File: src/design/nfe_pkg.sv
`timescale 1ns / 1ps
`default_nettype none

package nfe_pkg;

   localparam int unsigned MAX_FRAME_ENTRIES = 32;

   localparam int unsigned CFG_W      = 15;
   localparam int unsigned CSR_IDX_W  = 3;
   localparam int unsigned BYTE_W     = 8;
   localparam int unsigned PERIOD_W   = 16;
   localparam int unsigned REPEAT_W   = 8;
   localparam int unsigned HIGH_W     = 16;
   // extent * 1000 stays below 2**25
   localparam int unsigned TIME_W     = 25;
   // a remaining gap at or above 2**24 us does not fit one 0xFFFF run
   localparam int unsigned GAP_LIM_W  = 24;
   localparam int unsigned DATA_W     = 32;
   localparam int unsigned BIT_IDX_W  = 5;
   localparam int unsigned RUN_W      = 3;
   localparam int unsigned STEP_W     = 4;
   localparam int unsigned MS_W       = 10;

   localparam logic [MS_W-1:0]     US_PER_MS       = 10'd1000;
   localparam logic [PERIOD_W-1:0] GAP_FULL_PERIOD = 16'hFFFF;
   localparam logic [PERIOD_W-1:0] DUMMY_PERIOD    = 16'd1;

   localparam logic [CFG_W-1:0] RST_LEAD_IN_MARK  = 15'd9000;
   localparam logic [CFG_W-1:0] RST_LEAD_IN_SPACE = 15'd4500;
   localparam logic [CFG_W-1:0] RST_DITTO_SPACE   = 15'd2250;
   localparam logic [CFG_W-1:0] RST_BIT_MARK      = 15'd564;
   localparam logic [CFG_W-1:0] RST_ONE_SPACE     = 15'd1692;
   localparam logic [CFG_W-1:0] RST_ZERO_SPACE    = 15'd564;
   localparam logic [CFG_W-1:0] RST_LEAD_OUT_MARK = 15'd564;
   localparam logic [CFG_W-1:0] RST_EXTENT        = 15'd108;

   typedef enum logic [CSR_IDX_W-1:0] {
      CSR_LEAD_IN_MARK  = 3'd0,
      CSR_LEAD_IN_SPACE = 3'd1,
      CSR_DITTO_SPACE   = 3'd2,
      CSR_BIT_MARK      = 3'd3,
      CSR_ONE_SPACE     = 3'd4,
      CSR_ZERO_SPACE    = 3'd5,
      CSR_LEAD_OUT_MARK = 3'd6,
      CSR_EXTENT        = 3'd7
   } csr_idx_type;

   typedef logic [STEP_W-1:0] step_type;

   localparam step_type STEP_IDLE     = 4'd0;
   localparam step_type STEP_DUMMY    = 4'd1;
   localparam step_type STEP_LEAD_IN  = 4'd2;
   localparam step_type STEP_BITS     = 4'd3;
   localparam step_type STEP_LEAD_OUT = 4'd4;
   localparam step_type STEP_EXT_MUL  = 4'd5;
   localparam step_type STEP_GAP_SUB  = 4'd6;
   localparam step_type STEP_GAP_HI   = 4'd7;
   localparam step_type STEP_GAP_LO   = 4'd8;
   localparam step_type STEP_PLAY     = 4'd9;
   localparam step_type STEP_DRAIN    = 4'd10;

   typedef enum logic [2:0] {
      ENT_NONE,
      ENT_DUMMY,
      ENT_LEAD_IN,
      ENT_BIT_RUN,
      ENT_LEAD_OUT,
      ENT_GAP_HI,
      ENT_GAP_LO
   } ent_sel_type;

   typedef enum logic [1:0] {
      ALU_NOP,
      ALU_EXT_MUL,
      ALU_GAP_SUB
   } alu_type;

   typedef enum logic [2:0] {
      JMP_NEVER,
      JMP_ALWAYS,
      JMP_IDLE,
      JMP_DITTO,
      JMP_NO_EXTENT,
      JMP_BITS_LEFT,
      JMP_PLAY_LEFT
   } jmp_type;

   typedef struct packed {
      ent_sel_type ent_sel;
      alu_type     alu;
      logic        acc_en;
      logic        bit_adv;
      logic        play;
      jmp_type     jmp;
      step_type    target;
   } ucode_type;

   typedef struct packed {
      logic ditto;
      logic no_extent;
      logic bits_left;
   } dp_flags_type;

   typedef struct packed {
      logic ditto;
      logic no_extent;
      logic bits_left;
      logic play_left;
   } cond_type;

   typedef struct packed {
      logic                valid;
      logic [PERIOD_W-1:0] period;
      logic [REPEAT_W-1:0] repeat_cnt;
      logic [HIGH_W-1:0]   high;
   } push_type;

   // control store: one word per step
   function automatic ucode_type ucode_rom(step_type step);
      ucode_type w;
      w = '{ent_sel: ENT_NONE, alu: ALU_NOP, acc_en: 1'b0, bit_adv: 1'b0,
            play: 1'b0, jmp: JMP_NEVER, target: STEP_IDLE};
      unique case (step)
         STEP_IDLE: begin
            w.jmp    = JMP_IDLE;
            w.target = STEP_IDLE;
         end
         STEP_DUMMY: begin
            w.ent_sel = ENT_DUMMY;
         end
         STEP_LEAD_IN: begin
            w.ent_sel = ENT_LEAD_IN;
            w.acc_en  = 1'b1;
            w.jmp     = JMP_DITTO;
            w.target  = STEP_LEAD_OUT;
         end
         STEP_BITS: begin
            w.ent_sel = ENT_BIT_RUN;
            w.acc_en  = 1'b1;
            w.bit_adv = 1'b1;
            w.jmp     = JMP_BITS_LEFT;
            w.target  = STEP_BITS;
         end
         STEP_LEAD_OUT: begin
            w.ent_sel = ENT_LEAD_OUT;
            w.acc_en  = 1'b1;
            w.jmp     = JMP_NO_EXTENT;
            w.target  = STEP_PLAY;
         end
         STEP_EXT_MUL: begin
            w.alu = ALU_EXT_MUL;
         end
         STEP_GAP_SUB: begin
            w.alu = ALU_GAP_SUB;
         end
         STEP_GAP_HI: begin
            w.ent_sel = ENT_GAP_HI;
         end
         STEP_GAP_LO: begin
            w.ent_sel = ENT_GAP_LO;
         end
         STEP_PLAY: begin
            w.play   = 1'b1;
            w.jmp    = JMP_PLAY_LEFT;
            w.target = STEP_PLAY;
         end
         default: begin
            w.jmp    = JMP_ALWAYS;
            w.target = STEP_IDLE;
         end
      endcase
      return w;
   endfunction

endpackage

`default_nettype wire

File: src/design/nfe_seq.sv
`timescale 1ns / 1ps
`default_nettype none

module nfe_seq (
   input  wire                  clock,
   input  wire                  reset,
   input  wire                  start,
   input  nfe_pkg::cond_type    cond,
   output nfe_pkg::ucode_type   uc,
   output logic                 busy,
   output logic                 accept
);
   import nfe_pkg::*;

   step_type step_ff, step_in;
   logic     jump_taken;

   assign uc     = ucode_rom(step_ff);
   assign busy   = (step_ff != STEP_IDLE);
   assign accept = start && !busy;

   always_comb begin
      unique case (uc.jmp)
         JMP_NEVER:     jump_taken = 1'b0;
         JMP_ALWAYS:    jump_taken = 1'b1;
         JMP_IDLE:      jump_taken = !start;
         JMP_DITTO:     jump_taken = cond.ditto;
         JMP_NO_EXTENT: jump_taken = cond.no_extent;
         JMP_BITS_LEFT: jump_taken = cond.bits_left;
         JMP_PLAY_LEFT: jump_taken = cond.play_left;
         default:       jump_taken = 1'b1;
      endcase
   end

   assign step_in = jump_taken ? uc.target : step_type'(step_ff + 1'b1);

   always_ff @(posedge clock) begin
      if (reset) begin
         step_ff <= STEP_IDLE;
      end else begin
         step_ff <= step_in;
      end
   end

endmodule

`default_nettype wire

File: src/design/nfe_datapath.sv
`timescale 1ns / 1ps
`default_nettype none

module nfe_datapath (
   input  wire                                  clock,
   input  wire                                  reset,
   input  wire                                  accept,
   input  wire  [nfe_pkg::BYTE_W-1:0]           req_device_byte,
   input  wire  [nfe_pkg::BYTE_W-1:0]           req_subdevice_byte,
   input  wire  [nfe_pkg::BYTE_W-1:0]           req_function_byte,
   input  wire                                  req_ditto,
   input  wire                                  csr_we,
   input  wire  [nfe_pkg::CSR_IDX_W-1:0]        csr_index,
   input  wire  [nfe_pkg::CFG_W-1:0]            csr_wdata,
   input  nfe_pkg::ucode_type                   uc,
   output nfe_pkg::dp_flags_type                flags,
   output nfe_pkg::push_type                    push,
   output logic                                 gap_fail
);
   import nfe_pkg::*;

   logic [CFG_W-1:0] lead_in_mark_ff, lead_in_space_ff, ditto_space_ff, bit_mark_ff;
   logic [CFG_W-1:0] one_space_ff, zero_space_ff, lead_out_mark_ff, extent_ff;

   logic [DATA_W-1:0]    data_ff;
   logic                 ditto_ff;
   logic [BIT_IDX_W-1:0] bit_idx_ff, bit_idx_in, bit_nxt;
   logic [RUN_W-1:0]     run_ff, run_in;
   logic [TIME_W-1:0]    total_ff, total_in;
   logic [TIME_W-1:0]    ext_us_ff, ext_us_in;
   logic [TIME_W-1:0]    rem_ff, rem_in;
   logic [TIME_W:0]      diff;

   logic                 cur_bit, run_end;
   logic [CFG_W-1:0]     head_space;
   logic [PERIOD_W-1:0]  lead_in_period, bit_period, acc_period;
   logic [REPEAT_W-1:0]  gap_upper;

   always_ff @(posedge clock) begin
      if (reset) begin
         lead_in_mark_ff  <= RST_LEAD_IN_MARK;
         lead_in_space_ff <= RST_LEAD_IN_SPACE;
         ditto_space_ff   <= RST_DITTO_SPACE;
         bit_mark_ff      <= RST_BIT_MARK;
         one_space_ff     <= RST_ONE_SPACE;
         zero_space_ff    <= RST_ZERO_SPACE;
         lead_out_mark_ff <= RST_LEAD_OUT_MARK;
         extent_ff        <= RST_EXTENT;
      end else if (csr_we) begin
         unique case (csr_idx_type'(csr_index))
            CSR_LEAD_IN_MARK:  lead_in_mark_ff  <= csr_wdata;
            CSR_LEAD_IN_SPACE: lead_in_space_ff <= csr_wdata;
            CSR_DITTO_SPACE:   ditto_space_ff   <= csr_wdata;
            CSR_BIT_MARK:      bit_mark_ff      <= csr_wdata;
            CSR_ONE_SPACE:     one_space_ff     <= csr_wdata;
            CSR_ZERO_SPACE:    zero_space_ff    <= csr_wdata;
            CSR_LEAD_OUT_MARK: lead_out_mark_ff <= csr_wdata;
            CSR_EXTENT:        extent_ff        <= csr_wdata;
            default:           ;
         endcase
      end
   end

   // bit 0 is the device LSB, so the bytes go out in order, LSB first
   always_ff @(posedge clock) begin
      if (accept) begin
         data_ff  <= {~req_function_byte, req_function_byte, req_subdevice_byte,
                      req_device_byte};
         ditto_ff <= req_ditto;
      end
   end

   assign cur_bit = data_ff[bit_idx_ff];
   assign bit_nxt = bit_idx_ff + 1'b1;
   // a run closes at a byte boundary or where the next bit differs
   assign run_end = (bit_idx_ff[RUN_W-1:0] == '1) || (data_ff[bit_nxt] != cur_bit);

   assign head_space     = ditto_ff ? ditto_space_ff : lead_in_space_ff;
   assign lead_in_period = PERIOD_W'(lead_in_mark_ff) + PERIOD_W'(head_space);
   assign bit_period     = PERIOD_W'(bit_mark_ff)
                         + PERIOD_W'(cur_bit ? one_space_ff : zero_space_ff);
   assign gap_upper      = rem_ff[GAP_LIM_W-1:PERIOD_W];

   always_comb begin
      push = '{valid: 1'b0, period: '0, repeat_cnt: '0, high: '0};
      unique case (uc.ent_sel)
         ENT_DUMMY: begin
            push.valid  = 1'b1;
            push.period = DUMMY_PERIOD;
         end
         ENT_LEAD_IN: begin
            push.valid  = 1'b1;
            push.period = lead_in_period;
            push.high   = HIGH_W'(lead_in_mark_ff);
         end
         ENT_BIT_RUN: begin
            push.valid      = run_end;
            push.period     = bit_period;
            push.repeat_cnt = REPEAT_W'(run_ff);
            push.high       = HIGH_W'(bit_mark_ff);
         end
         ENT_LEAD_OUT: begin
            push.valid  = 1'b1;
            push.period = PERIOD_W'(lead_out_mark_ff);
            push.high   = HIGH_W'(lead_out_mark_ff);
         end
         ENT_GAP_HI: begin
            push.valid      = (gap_upper != '0);
            push.period     = GAP_FULL_PERIOD;
            push.repeat_cnt = gap_upper;
         end
         ENT_GAP_LO: begin
            push.valid  = 1'b1;
            push.period = rem_ff[PERIOD_W-1:0];
         end
         default: ;
      endcase
   end

   always_comb begin
      unique case (uc.ent_sel)
         ENT_LEAD_IN:  acc_period = lead_in_period;
         ENT_BIT_RUN:  acc_period = bit_period;
         ENT_LEAD_OUT: acc_period = PERIOD_W'(lead_out_mark_ff);
         default:      acc_period = '0;
      endcase
   end

   assign diff = {1'b0, ext_us_ff} - {1'b0, total_ff};

   always_comb begin
      total_in   = total_ff;
      bit_idx_in = bit_idx_ff;
      run_in     = run_ff;
      ext_us_in  = ext_us_ff;
      rem_in     = rem_ff;
      if (accept) begin
         total_in   = '0;
         bit_idx_in = '0;
         run_in     = '0;
      end else begin
         if (uc.acc_en) begin
            total_in = total_ff + TIME_W'(acc_period);
         end
         if (uc.bit_adv) begin
            bit_idx_in = bit_nxt;
            run_in     = run_end ? '0 : RUN_W'(run_ff + 1'b1);
         end
         if (uc.alu == ALU_EXT_MUL) begin
            ext_us_in = TIME_W'(extent_ff) * TIME_W'(US_PER_MS);
         end
         if (uc.alu == ALU_GAP_SUB) begin
            rem_in = diff[TIME_W-1:0];
         end
      end
   end

   // negative gap, or a gap too long for one repeat byte
   assign gap_fail = (uc.alu == ALU_GAP_SUB) && (diff[TIME_W] || diff[GAP_LIM_W]);

   always_ff @(posedge clock) begin
      if (reset) begin
         total_ff   <= '0;
         bit_idx_ff <= '0;
         run_ff     <= '0;
      end else begin
         total_ff   <= total_in;
         bit_idx_ff <= bit_idx_in;
         run_ff     <= run_in;
      end
   end

   always_ff @(posedge clock) begin
      ext_us_ff <= ext_us_in;
      rem_ff    <= rem_in;
   end

   assign flags.ditto     = ditto_ff;
   assign flags.no_extent = (extent_ff == '0);
   assign flags.bits_left = (bit_idx_ff != '1);

endmodule

`default_nettype wire

File: src/design/nfe_frame_buf.sv
`timescale 1ns / 1ps
`default_nettype none

module nfe_frame_buf #(
   parameter int unsigned DEPTH = nfe_pkg::MAX_FRAME_ENTRIES
) (
   input  wire                               clock,
   input  wire                               reset,
   input  wire                               clear,
   input  nfe_pkg::push_type                 push,
   input  wire                               fail_set,
   input  wire                               play,
   output logic                              play_left,
   output logic                              rsp_strobe,
   output logic [nfe_pkg::PERIOD_W-1:0]      rsp_period_us,
   output logic [nfe_pkg::REPEAT_W-1:0]      rsp_repeat_count,
   output logic [nfe_pkg::HIGH_W-1:0]        rsp_high_us,
   output logic                              rsp_last,
   output logic                              rsp_error
);
   import nfe_pkg::*;

   localparam int unsigned ADDR_W = (DEPTH > 1) ? $clog2(DEPTH) : 1;
   localparam int unsigned CNT_W  = $clog2(DEPTH + 1);

   logic [PERIOD_W-1:0] period_mem [DEPTH];
   logic [REPEAT_W-1:0] repeat_mem [DEPTH];
   logic [HIGH_W-1:0]   high_mem   [DEPTH];

   logic [CNT_W-1:0]    count_ff, count_in;
   logic [ADDR_W-1:0]   rd_idx_ff, rd_idx_in;
   logic                fail_ff, fail_in;
   logic                strobe_ff, last_ff, err_ff;
   logic [PERIOD_W-1:0] rd_period_ff;
   logic [REPEAT_W-1:0] rd_repeat_ff;
   logic [HIGH_W-1:0]   rd_high_ff;

   logic                live, full, wr_en, at_last;

   // zero-period entries are dropped and take no slot
   assign live    = push.valid && (push.period != '0);
   assign full    = (count_ff == CNT_W'(DEPTH));
   assign wr_en   = live && !full;
   assign at_last = ((CNT_W'(rd_idx_ff) + CNT_W'(1)) == count_ff);

   assign play_left = !fail_ff && !at_last;

   always_comb begin
      count_in  = count_ff;
      rd_idx_in = rd_idx_ff;
      fail_in   = fail_ff;
      if (clear) begin
         count_in  = '0;
         rd_idx_in = '0;
         fail_in   = 1'b0;
      end else begin
         if (wr_en) begin
            count_in = CNT_W'(count_ff + 1'b1);
         end
         if ((live && full) || fail_set) begin
            fail_in = 1'b1;
         end
         if (play) begin
            rd_idx_in = ADDR_W'(rd_idx_ff + 1'b1);
         end
      end
   end

   always_ff @(posedge clock) begin
      if (reset) begin
         count_ff  <= '0;
         rd_idx_ff <= '0;
         fail_ff   <= 1'b0;
         strobe_ff <= 1'b0;
      end else begin
         count_ff  <= count_in;
         rd_idx_ff <= rd_idx_in;
         fail_ff   <= fail_in;
         strobe_ff <= play;
      end
   end

   always_ff @(posedge clock) begin
      if (wr_en) begin
         period_mem[count_ff[ADDR_W-1:0]] <= push.period;
         repeat_mem[count_ff[ADDR_W-1:0]] <= push.repeat_cnt;
         high_mem[count_ff[ADDR_W-1:0]]   <= push.high;
      end
   end

   always_ff @(posedge clock) begin
      if (play) begin
         rd_period_ff <= period_mem[rd_idx_ff];
         rd_repeat_ff <= repeat_mem[rd_idx_ff];
         rd_high_ff   <= high_mem[rd_idx_ff];
         last_ff      <= fail_ff || at_last;
         err_ff       <= fail_ff;
      end
   end

   // a failed frame sends a single all-zero error beat
   assign rsp_strobe       = strobe_ff;
   assign rsp_period_us    = err_ff ? '0 : rd_period_ff;
   assign rsp_repeat_count = err_ff ? '0 : rd_repeat_ff;
   assign rsp_high_us      = err_ff ? '0 : rd_high_ff;
   assign rsp_last         = last_ff;
   assign rsp_error        = err_ff;

endmodule

`default_nettype wire

File: src/design/ir_nec_frame_pulse_encoder.sv
`timescale 1ns / 1ps
`default_nettype none

// NEC IR frame encoder. A command is taken when start is high and busy is low;
// the block then builds the whole frame into an entry buffer and plays it out,
// one entry beat per cycle on rsp_strobe, in back-to-back cycles, rsp_last on
// the final beat. The receiver cannot stall, so it must take a beat every cycle
// the strobe is high. An invalid frame (too many entries, negative gap, or a gap
// of 2**24 us or more) sends one beat with rsp_error and rsp_last set and all
// fields zero. A microcoded sequencer sets the timing: one step per entry source
// and one per data bit; a ditto frame skips the data-bit steps, and a frame with
// extent zero skips the extent and gap steps. Registers are to be written only
// while busy is low; the block itself does not enforce it.
module ir_nec_frame_pulse_encoder #(
   parameter int unsigned MAX_FRAME_ENTRIES = nfe_pkg::MAX_FRAME_ENTRIES
) (
   input  wire                                  clock,
   input  wire                                  reset,
   input  wire                                  start,
   output logic                                 busy,
   input  wire  [nfe_pkg::BYTE_W-1:0]           req_device_byte,
   input  wire  [nfe_pkg::BYTE_W-1:0]           req_subdevice_byte,
   input  wire  [nfe_pkg::BYTE_W-1:0]           req_function_byte,
   input  wire                                  req_ditto,
   output logic                                 rsp_strobe,
   output logic [nfe_pkg::PERIOD_W-1:0]         rsp_period_us,
   output logic [nfe_pkg::REPEAT_W-1:0]         rsp_repeat_count,
   output logic [nfe_pkg::HIGH_W-1:0]           rsp_high_us,
   output logic                                 rsp_last,
   output logic                                 rsp_error,
   input  wire                                  csr_we,
   input  wire  [nfe_pkg::CSR_IDX_W-1:0]        csr_index,
   input  wire  [nfe_pkg::CFG_W-1:0]            csr_wdata
);
   import nfe_pkg::*;

   ucode_type    uc;
   cond_type     cond;
   dp_flags_type flags;
   push_type     push;
   logic         accept;
   logic         gap_fail;
   logic         play_left;

   assign cond.ditto     = flags.ditto;
   assign cond.no_extent = flags.no_extent;
   assign cond.bits_left = flags.bits_left;
   assign cond.play_left = play_left;

   nfe_seq u_seq (
      .clock  (clock),
      .reset  (reset),
      .start  (start),
      .cond   (cond),
      .uc     (uc),
      .busy   (busy),
      .accept (accept)
   );

   nfe_datapath u_datapath (
      .clock              (clock),
      .reset              (reset),
      .accept             (accept),
      .req_device_byte    (req_device_byte),
      .req_subdevice_byte (req_subdevice_byte),
      .req_function_byte  (req_function_byte),
      .req_ditto          (req_ditto),
      .csr_we             (csr_we),
      .csr_index          (csr_index),
      .csr_wdata          (csr_wdata),
      .uc                 (uc),
      .flags              (flags),
      .push               (push),
      .gap_fail           (gap_fail)
   );

   nfe_frame_buf #(
      .DEPTH (MAX_FRAME_ENTRIES)
   ) u_frame_buf (
      .clock            (clock),
      .reset            (reset),
      .clear            (accept),
      .push             (push),
      .fail_set         (gap_fail),
      .play             (uc.play),
      .play_left        (play_left),
      .rsp_strobe       (rsp_strobe),
      .rsp_period_us    (rsp_period_us),
      .rsp_repeat_count (rsp_repeat_count),
      .rsp_high_us      (rsp_high_us),
      .rsp_last         (rsp_last),
      .rsp_error        (rsp_error)
   );

endmodule

`default_nettype wire
File: config.mk
export PLATFORM = sky130hd
export DESIGN_NAME = ir_nec_frame_pulse_encoder
export DESIGN_NICKNAME = d
export VERILOG_FILES = /design/src/design/nfe_pkg.sv /design/src/design/nfe_seq.sv /design/src/design/nfe_datapath.sv /design/src/design/nfe_frame_buf.sv /design/src/design/ir_nec_frame_pulse_encoder.sv
export SDC_FILE = /design/constraint.sdc
export NUM_CORES = 2
export LEC_CHECK = 0
export BUFFER_PORTS_ARGS = -buffer_cell sky130_fd_sc_hd__buf_2
export CORE_MARGIN = 4
export CORE_UTILIZATION = 59
export CTS_BUF_LIST = sky130_fd_sc_hd__clkbuf_2 sky130_fd_sc_hd__clkbuf_4 sky130_fd_sc_hd__clkbuf_8
export DETAILED_ROUTE_END_ITERATION = 10
export HOLD_SLACK_MARGIN = 0.15
export PLACE_DENSITY = 0.75
export SLEW_MARGIN = 20
export SYNTH_ARGS = -nofsm -noshare
export SYNTH_HDL_FRONTEND = slang
export SYNTH_HIERARCHICAL = 1
export SYNTH_SLANG_ARGS = --single-unit
File: constraint.sdc
create_clock -name clock -period 12.45 [get_ports clock]
set_clock_uncertainty 0.1 [all_clocks]
set_input_delay 2.49 -clock clock [delete_from_list [all_inputs] [get_ports clock]]
set_output_delay 2.49 -clock clock [all_outputs]
set_load 0.01 [all_outputs]
### Word-level counts from Yosys, hierarchy flattened

Memories as Yosys holds them, arrays and structs flattened. A register that Yosys moved wholly into a read port is not among the register bits.
Index checks and enable logic that the tools add are counted.

| word-level totals | value |
|---|---|
| register bits | 267 |
| latch bits | 0 |
| memory bits (writable) | 1,248 |
| bits in read-only memories | 0 |
| input bits | 47 |
| output and inout port bits | 44 |
| logic and storage cells | 134 |
| memories | 3 |

Memories:

| memory | depth | width | read ports | clocked after memory_dff | wr ports | line | source |
|---|---|---|---|---|---|---|---|
| u_frame_buf.period_mem | 32 | 16 | 1 | 1 | 1 | nfe_frame_buf.sv:26 | `logic [PERIOD_W-1:0] period_mem [DEPTH];` |
| u_frame_buf.high_mem | 32 | 15 | 1 | 1 | 1 | nfe_frame_buf.sv:28 | `logic [HIGH_W-1:0] high_mem [DEPTH];` |
| u_frame_buf.repeat_mem | 32 | 8 | 1 | 1 | 1 | nfe_frame_buf.sv:27 | `logic [REPEAT_W-1:0] repeat_mem [DEPTH];` |

| cells by class | value |
|---|---|
| $add $sub $neg | 10 |
| $mul | 1 |
| divide/modulo/power cells | 0 |
| $lt $le $gt $ge | 2 |
| equal/unequal tests | 34 |
| shift-type cells | 0 |
| muxes and demuxes | 24 |
| bitwise gates (word level) | 2 |
| reduce and logical (&&, ||, !) cells | 35 |

Operators by type and width:

| kind | number |
|---|---|
| $pmux 17 s6 | 1 |
| $pmux 16 s3 | 1 |
| $pmux 15 s3 | 1 |
| $pmux 7 s6 | 1 |
| $eq 3x3->1 const B | 11 |
| $mux 16 | 2 |
| $mux 15 | 2 |
| $sub 25x25->26 | 1 |
| $add 25x16->25 | 1 |
| $mul 15x7->22 const B | 1 |
| $reduce_and 2->1 | 10 |
| $eq 3x2->1 const B | 6 |
| $pmux 3 s6 | 1 |
| $add 15x15->16 | 1 |
| $add 15x16->16 | 1 |
| $eq 4x3->1 const B | 4 |
| $pmux 8 s2 | 1 |
| $reduce_bool 16->1 | 1 |
| $logic_not 15->1 | 1 |
| $lt 5x6->1 const B | 2 |
| $add 5x1->5 const B | 2 |
| $bmux 1 s5 | 2 |
| $eq 4x2->1 const B | 2 |
| $eq 4x4->1 const B | 2 |
| other kinds (30) | 50 |

### Logic depth before layout (Yosys ltp)

| logic depth | value |
|---|---|
| depth after elaboration | 11 |
| gate-level depth with buffers | 24 |
| gate-level depth less buffers | 23 |

### Hierarchy

Netlist, hierarchy kept.

Modules (own cells, without submodules):

| module | times used | cells each | area each (µm²) | seq. area each (µm²) |
|---|---|---|---|---|
| nfe_frame_buf | 1 | 2,958 | 51,947.3 | 39,958.3 |
| nfe_datapath | 1 | 1,667 | 15,369.7 | 5,435.2 |
| nfe_seq | 1 | 74 | 598.1 | 80.1 |

### Least setup slack after synthesis

No wires, ideal clock.

| path | value |
|---|---|
| path type | reg2reg |
| from | reg u_datapath.bit_idx_ff[0] |
| to | mem u_frame_buf/high_mem[28][0] (netlist name) (enable) |
| setup time | 0.438 ns |
| arrival | 7.303 ns |
| required time | 11.912 ns |
| setup slack | 4.609 ns |
| stages on the path, launching flop included | 22 |
| buffers on the path | 3 |
| clock period less this slack | 7.841 ns |
| path through | dfxtp_1 > buf_2 > mux4_2 > mux4_2 > mux2i_4 > buf_2 > mux2_2 > ha_1 > a21oi_1 > o21ai_0 > nor3_1 > nor3_1 > or4_1 > mux2i_1 > a21oi_1 > nand3_1 > nor4_1 > and4_1 > clkbuf_1 > nor2_1 > nand2_1 > nor2_1 |

RTL lines:

| item | line | source |
|---|---|---|
| from (decl) | nfe_datapath.sv:27 | `logic [BIT_IDX_W-1:0] bit_idx_ff, bit_idx_in, bit_nxt;` |
| from (signal assigned) | nfe_datapath.sv:168 | `bit_idx_ff <= bit_idx_in;` |
| to (decl) | nfe_frame_buf.sv:28 |  |

==> results.toml <==
[clock_network]
cts_tree = "done"
clk_transition_reported_paths_ps = 60
clock_path_buffers = 3
root_buffer = "clkbuf_8"
ctsHoldBuffers = 0
cts_sinks = 1571
cts_made_buffers = 235
htree_levels = 4
clkLatencyLatePin_ps = 900
cts_resized = 0
post-cts-setup-buffers = 0

[placement]
portBuffers = 90
dpl.hpwl_um = 93860
placedInstanceArea_sq_um = 70070
finalWeightedCongestion = 0.9301

[drt]
drt_pass1_iterations = 5
wl_um = 162200
wl_per_cell_um = 24.74
via_count = 40380
drc = 0
ant_nets = 0
vias_per_cell = 6.158
drt_iter0_drc = 3903

[critical_path]
crit_path_top_delay_cell = "dfxtp_1"
path_common_cell = "nor3_1"
worst_setup_path_end_kind = "register"
crit_fanout = 33
crit_arrival_ps = 9040
worstSetupPathType = "reg -> reg"
crit_chain = "mux4_2, mux4_2, mux2i_4, buf_4, mux2_2, ha_1, a21oi_1, a21oi_1, nor3_1, nor3_1, nor3_1, o2bb2ai_1, a211o_1, nor4_1, and4_1, nor2_1, nand2_1, nor2_4, buf_4"
start_kind = "register"
slowest_delay_ps = 990
critPathRequiredTime_ps = 12880

[global_route]
grt_pass1_wl_um = 243300
grt_pass1_vias = 40060
grt-ovfl-total = 0
antenna_found_initial = 7
grtUsageTotal_pct = 26.49
grt_max_degree = 161

[layout]
area_delta_synth_final_pct = 10.63
final_cell_mix = "edfxtp_1 (1,401), mux2i_1 (660), nand2_1 (447), a21oi_1 (285), clkbuf_8 (249)"
final_common_cell = "edfxtp_1"
design_area_sq_um = 75110
num-nets-final = 5088
fill_cells = 7972
drive_above_1_share_pct = 14.16

[power]
clkPwrFrac_pct = 32.3
seqPwrFrac_pct = 49.3
power.leakage_nw = 24.67
switching_share_pct = 28.43
p_int_w = 0.009711
max-vdd-ir-drop_uv = 130.0
combPwrFrac_pct = 18.4
p_switching_w = 0.003858
powerDensity_nw_per_um2 = 180.6
p_total_w = 0.01357

[logic_synthesis]
synth_warnings = 6
syn_nets = 4937
syn_area_sq_um = 67890
synth.avg_cell_area_sq_um = 14.46
syn-instance-count = 4695

[sta]
worstMarginPinSlew_ps = 1178
fin_tns_setup_ps = 0
fin_hold_ws_ps = 350.5
period_minus_slack_ps = 8609
max_freq_mhz = 116.2
relSlewSlack_pct = 21.47
period_share_pct = 69.15
hold_viol = 0
finalMaxSlewViolations = 0
rsz0062_at_grt = "false"
finalSetupViolCount = 0

[die]
die_area_sq_um = 120600
start_util_pct = 59.38
core_area_sq_um = 114300
die_y_um = 347.2
die_w_um = 347.2
rows = 124
ios = 91

[flow_run]
max-cap-violations = 0

[outcome]
status = "finished, final reports clean"

[worst_hold_path]
hold_path_class = "reg -> reg"
## state kept, by name, summed over array words and instances (netlist names), 22 cells and up
register                cells
u_datapath/rem_ff          24
u_datapath/data_ff         32
u_frame_buf/repeat_mem    256
u_frame_buf/high_mem      512
u_datapath/ext_us_ff       22
u_frame_buf/period_mem    512
u_datapath/total_ff        25
## layout make-up
class	count	area (sq um)	share of cell area (%)
tap	1512	1892	2.519
sequential	1571	45480	60.55
multi-input combinational	2757	21190	28.21
clock buffer	323	3983	5.302
antenna	2	5.005	0.006663
inverter	103	386.6	0.5147
clock inverter	111	1006	1.339
timing repair buffer	178	1171	1.559
## stage by stage
| step | std cells | utilization [%] | setup slack (ps) |
|---|---|---|---|
| CTS | 6554 | 65.64 | 3503 |
| floorplan | 4695 | - | 4609 |
| global placement | 6120 | 61.27 | 3585 |
| detailed placement | 6120 | 61.28 | 3520 |
| finish | 6557 | 65.69 | 3841 |
| global route | 6557 | 65.69 | 3252 |
## routing by layer
metal | wire (um) | global-route usage, % | vias to the layer above | part of all wire [%]
li1 | - | - | 18190 | -
met1 | 65590 | 35.69 | 20120 | 40
met2 | 78310 | 43.76 | 1725 | 48
met3 | 12920 | 4.572 | 332 | 8.0
met4 | 5326 | 9.662 | 6 | 3.3
met5 | 49 | 0 | - | 0.030
## critical path, delay by kind of cell (launching register included)
kind | cells | cell delay, ps
AOI/OAI and AO/OA | 4 | 1360
buffers and inverters | 2 | 820
DFF | 1 | 990
adders and majority gates | 1 | 310
muxes | 4 | 1690
and+or+nand+nor | 8 | 2940
## worst paths after layout
| kind | startpoint | endpoint | cells after the start | slack (ps) |
|---|---|---|---|---|
| max | u_datapath/bit_idx_ff[0]$_SDFFE_PP0P_ | u_frame_buf/high_mem[18][9]$_DFFE_PP_ | 19 | 3840 |
| min | u_datapath/lead_in_space_ff[14]$_SDFFE_PP0P_ | u_datapath/lead_in_space_ff[14]$_SDFFE_PP0P_ | 2 | 350 |
| max reg2reg | u_datapath/bit_idx_ff[0]$_SDFFE_PP0P_ | u_frame_buf/high_mem[18][9]$_DFFE_PP_ | 19 | 3840 |
| min reg2reg | u_datapath/lead_in_space_ff[14]$_SDFFE_PP0P_ | u_datapath/lead_in_space_ff[14]$_SDFFE_PP0P_ | 2 | 350 |
## power by group through the flow
stage / logic, W / clock network, W / registers, W
final: 0.00249 / 0.00438 / 0.00670
after global routing: 0.00269 / 0.00471 / 0.00671
after CTS: 0.00246 / 0.00446 / 0.00670
after detailed placement: 0.00245 / 0 / 0.00681
after global placement: 0.00240 / 0 / 0.00680
after floorplan: 0.00151 / 0 / 0.00678
(Power assumes the default switching activity.)
